===== src/hdl/segment_pair_intersection_core_defines.svh =====
// Assertion macros shared by the segment pair intersection RTL.
// No dependencies; modules that assert include this file and must have clk and arst_n.
`ifndef SEGMENT_PAIR_INTERSECTION_CORE_DEFINES_SVH
`define SEGMENT_PAIR_INTERSECTION_CORE_DEFINES_SVH

// A condition that must hold at every clock edge out of reset.
`define SPI_ASSERT_ALWAYS(lbl, cond, msg) \
	lbl: assert property (@(posedge clk) disable iff (!arst_n) (cond)) else $error(msg);

// A trigger that implies a consequence at the same clock edge.
`define SPI_ASSERT_IMPLY(lbl, trig, cons, msg) \
	lbl: assert property (@(posedge clk) disable iff (!arst_n) (trig) |-> (cons)) \
		else $error(msg);

`endif


===== src/hdl/spi_pkg.sv =====
// Package for the segment pair intersection core: widths, relation codes and beat types.
// No dependencies.
`timescale 1ns / 1ps
package spi_pkg;
	localparam int COORD_BITS      = 24;
	localparam int PARAM_FRAC_BITS = 16;
	localparam int DIFF_W          = COORD_BITS + 1;
	localparam int PROD_W          = 2 * DIFF_W;
	localparam int CROSS_W         = PROD_W + 1;
	localparam int REM_W           = CROSS_W + 1;
	localparam int PARAM_W         = PARAM_FRAC_BITS + 1;
	localparam int QUEUE_DEPTH     = 4;
	localparam int QPTR_W          = 2;

	typedef enum logic [1:0] {
		REL_DISJOINT = 2'd0,
		REL_CROSS    = 2'd1,
		REL_PARALLEL = 2'd2
	} rel_t;

	// One classified pair on its way to the dividers.
	typedef struct packed {
		rel_t                      relation;
		logic                      tv;
		logic                      uv;
		logic [CROSS_W-1:0]        den;
		logic signed [CROSS_W-1:0] tn;
		logic signed [CROSS_W-1:0] un;
	} item_t;
endpackage


===== src/hdl/spi_queue.sv =====
// Short queue of classified beats between the front and the dividers.
// Depends on spi_pkg and the assertion macro header.
`timescale 1ns / 1ps
module spi_queue (
	input  logic           clk,
	input  logic           arst_n,
	input  logic           wr,
	input  spi_pkg::item_t wr_item,
	output logic           q_full,
	input  logic           rd,
	output spi_pkg::item_t rd_item,
	output logic           q_empty
);
	import spi_pkg::*;
	`include "segment_pair_intersection_core_defines.svh"

	item_t             mem_q [QUEUE_DEPTH];
	logic [QPTR_W-1:0] wp_q, rp_q;
	logic [QPTR_W:0]   cnt_q;
	logic              do_wr, do_rd;

	assign q_full  = (cnt_q == (QPTR_W + 1)'(QUEUE_DEPTH));
	assign q_empty = (cnt_q == '0);
	assign do_wr   = wr && !q_full;
	assign do_rd   = rd && !q_empty;
	assign rd_item = mem_q[rp_q];

	// Pointers and fill count.
	always_ff @(posedge clk or negedge arst_n) begin
		if (!arst_n) begin
			wp_q  <= '0;
			rp_q  <= '0;
			cnt_q <= '0;
		end else begin
			if (do_wr) begin
				wp_q <= wp_q + 1'b1;
			end
			if (do_rd) begin
				rp_q <= rp_q + 1'b1;
			end
			if (do_wr && !do_rd) begin
				cnt_q <= cnt_q + 1'b1;
			end else if (do_rd && !do_wr) begin
				cnt_q <= cnt_q - 1'b1;
			end
		end
	end

	// Entry storage.
	always_ff @(posedge clk) begin
		if (do_wr) begin
			mem_q[wp_q] <= wr_item;
		end
	end

	`SPI_ASSERT_ALWAYS(a_cnt_bound, cnt_q <= (QPTR_W + 1)'(QUEUE_DEPTH), "queue overfilled")
	`SPI_ASSERT_IMPLY(a_ptr_match, q_empty || q_full, wp_q == rp_q, "queue pointers disagree")
endmodule


===== config.mk =====
export PLATFORM = sky130hd
export DESIGN_NAME = spi_queue
export DESIGN_NICKNAME = d
export VERILOG_FILES = /design/src/hdl/spi_pkg.sv /design/src/hdl/spi_queue.sv
export VERILOG_INCLUDE_DIRS = /design/src /design/src/hdl
export SDC_FILE = /design/constraint.sdc
export NUM_CORES = 1
export LEC_CHECK = 0
export BUFFER_PORTS_ARGS = -buffer_cell sky130_fd_sc_hd__buf_2
export CAP_MARGIN = 15
export CORE_MARGIN = 2
export CORE_UTILIZATION = 55
export CTS_BUF_LIST = sky130_fd_sc_hd__clkbuf_8
export CTS_CLUSTER_SIZE = 10
export DETAILED_ROUTE_END_ITERATION = 8
export HOLD_SLACK_MARGIN = 0.03
export PLACE_DENSITY = 0.77
export SYNTH_ARGS = -nofsm -noshare
export SYNTH_HDL_FRONTEND = slang
export SYNTH_SLANG_ARGS = --single-unit

===== constraint.sdc =====
create_clock -name clk -period 10.6 [get_ports clk]
set_clock_uncertainty 0.1 [all_clocks]
set_input_delay 1.06 -clock clk [delete_from_list [all_inputs] [get_ports clk]]
set_output_delay 1.06 -clock clk [all_outputs]
set_load 0.02 [all_outputs]

==> impl_metrics.csv <==
group,metric,value,unit
run_status,status,"complete, no violations",
detailed_routing,wirelength,42.55,mm
clock_tree,post_cts_buffers,0,
floorplanning,io_pins,320,
timing,tightestPinTransition,1.122,ns
pwr,clockPowerShare,0.238,
setup_path,crit_family,"buffers and inverters",
finish,fillers,2758,
placed_design,dp_hpwl,24.80,mm
run,cap_violations,0,
grt,grt_pass1_vias,10810,
logic_synthesis,syn_inst,857,
setup_path,path_depth,4,
placed_design,placed_cells,1689,
finish,finalNonFillerCells,1868,
setup_path,crit_fanout,70,
clock_tree,cts_hold_buffers,0,
setup_path,arrival,3.87,ns
setup_path,crit_path_start_kind,"flip-flop",
floorplanning,fp.coreArea,0.04167,sq mm
detailed_routing,drtIter0Drc,698,
clock_tree,cts.sinks,635,
floorplanning,placementRows,75,
setup_path,crit_path_end_kind,"output pin",
setup_path,timing.critical_path.from,"rp_q[1]",
timing,rsz0062_at_grt,"false",
floorplanning,start_util,0.5537,
setup_path,reg2reg_depth,4,
setup_path,cp_cell_sequence,"buf_4 > buf_4 > mux4_2 > buf_2",
logic_synthesis,synth-seq-area-share,0.8250,
placed_design,gp_congestion,0.7466,
timing,finalHoldViolCount,0,
timing,tns,0,ns
placed_design,port_buffers,319,
floorplanning,die_area,0.04360,sq mm
pwr,netSwitchingFraction,0.3220,
clock_tree,cts_max_level,3,
detailed_routing,drtPass1Iterations,4,
clock_tree,clkLatencyLatePin,0.66,ns
pwr,leakagePower,9.340,nW
timing,timing.fmax,0.1989,GHz
placed_design,dp_worst_setup_slack,6.241,ns
setup_path,cp.buffers_inverters,3,
grt,grt_max_degree,112,
clock_tree,numCtsBuffers,99,
setup_path,worstSetupPathType,"reg -> out",
detailed_routing,wl_per_cell,22.78,microns
logic_synthesis,synth_warnings,0,
pwr,switchingPower,2.506,mW
floorplanning,fp.dieH,208.8,microns
finish,final_common_cell,"edfxtp_1",
logic_synthesis,synthDistinctLibCells,20,
setup_path,r2r_start,"cnt_q[2]",
detailed_routing,viasPerCell,5.575,
floorplanning,die_w,208.8,microns
hold_path,hold_path.class,"in -> async",
grt,track_usage,0.1989,
clock_tree,cts_resized,0,
detailed_routing,drtAntennaViolNets,0,
finish,fin_util,0.6479,
pwr,power_frac_seq,0.449,
clock_tree,cts-root-buf,"clkbuf_8",
grt,antenna_found_initial,10,
detailed_routing,drc,0,
detailed_routing,dr_total_vias,10420,
timing,finalCriticalPeriod,5.027,ns
grt,gr-total-overflow,0,
timing,slew_headroom,0.2519,
clock_tree,clk_transition_reported_paths,0.06,ns
setup_path,crit_top_cell,"buf_4",
timing,fin_ws,5.573,ns
finish,fin_area,0.02699,sq mm
grt,grt_pass1_wl,63.90,mm
setup_path,critPathMaxStageDelay,0.88,ns
logic_synthesis,synth_nets,1024,
pwr,p_comb_frac,0.313,
pwr,ir_drop,248.3,uV
placed_design,place_area,0.02518,sq mm
pwr,finalPower,7.783,mW
logic_synthesis,synth_area,0.02307,sq mm
setup_path,cp_data_required_time,9.44,ns
clock_tree,cts_tree,"yes",
setup_path,endpoint,"rd_item[137]",
finish,layout_common_cells,"edfxtp_1, buf_2, mux4_2, clkbuf_8, inv_1",
setup_path,critPathSlowestCell,"buf_4",
clock_tree,ctsLongestPathBuffers,3,
pwr,powerDensity,288.3,mW/mm^2
timing,fin_hold_ws,0.1402,ns
timing,setup_violations,0,
finish,layout-drive-gt1-share,0.4604,
logic_synthesis,syn_avg_cell_area,26.92,sq um
timing,period_share,0.4742,
pwr,intPower,5.277,mW
logic_synthesis,ys_ff_latch,635,
finish,nets,1418,
setup_path,regToRegSetupSlack,7.36,ns
timing,maxSlewViolCount,0,
finish,area_delta_synth_final,17.01,%
setup_path,worstReg2RegEnd,"mem_q[2][135]",
==> per-layer routing <==
layer / share of wire / wire, microns / vias up / global-route usage
met2: 0.49 / 20950 / 379 / 0.3085
met5: 0.0023 / 98 / - / 0
li1: - / - / 4526 / -
met4: 0.021 / 897 / 14 / 0.07241
met1: 0.40 / 17040 / 5417 / 0.2701
met3: 0.084 / 3566 / 79 / 0.06387
==> how the worst min path moves through the flow <==
stage | cells after the start | end | start | slack (ns)
after CTS | 1 | wp_q[1] | arst_n | 0.07
after detailed placement | 1 | cnt_q[2] | cnt_q[2] | 0.38
final | 1 | wp_q[0] | arst_n | 0.14
after floorplan | 1 | cnt_q[2] | cnt_q[2] | 0.35
after global routing | 1 | wp_q[0] | arst_n | 0.11
after global placement | 1 | cnt_q[2] | cnt_q[2] | 0.36
==> sequential cells by signal, summed over array words and instances (netlist names) <==
signal / cells
cnt_q: 3
mem_q: 628
rp_q: 2
wp_q: 2
==> Yosys cell counts (all sizes together) <==
cell    count  share of area
edfxtp    628           0.82
mux4      157           0.15
buf        34          0.011
dfrtp       7         0.0076
ha          5         0.0027
and2        4         0.0011
inv         4        0.00065
xnor2       4         0.0015
clkbuf      3        0.00049
mux2        2        0.00098
xor2        2        0.00076
fa          1        0.00087
nand2       1        0.00016
nand3       1        0.00022
nor2        1        0.00016
nor2b       1        0.00027
nor3b       1        0.00033
or3         1        0.00027
==> logic make-up (layout without fill, tap and decap cells) <==
logic type,after synthesis,after routing,share of synthesized area
other,0,4,0
adder cells (fa/ha/maj),6,6,0.003579
buffers and inverters,41,509,0.01242
multiplexers,159,159,0.1542
XOR/XNOR,6,6,0.002278
AND/OR/NAND/NOR,10,10,0.002494
flip-flops,635,635,0.8250
==> final cells by class <==
cell class              instances  area, sq um  share of cell area
flip-flops and latches        635        19040              0.7054
multi-input cells             181         3761              0.1393
repair buffers                330         1692             0.06267
clock buffers                 102         1404             0.05200
well taps                     539        674.4             0.02498
clock inverters                73        397.9             0.01474
inverters                       4        15.01           0.0005562
diodes                          4        10.01           0.0003708
==> worst reg2reg max path, stage by stage, from the launching register on <==
cell and delay [ns]:
dfrtp_1 0.39, nor3b_1 0.18, nor2b_1 0.56, and2_4 0.72
buf_4 0.81
==> power groups by stage <==
stage	combinational [mW]	sequential [mW]	clock, mW
after floorplan	1.81	3.51	0
after global placement	2.48	3.53	0
after detailed placement	2.49	3.56	0
after CTS	2.50	3.51	1.91
after global routing	2.58	3.55	2.02
final	2.44	3.50	1.85
No activity file was read; power rests on OpenSTA's default activity.
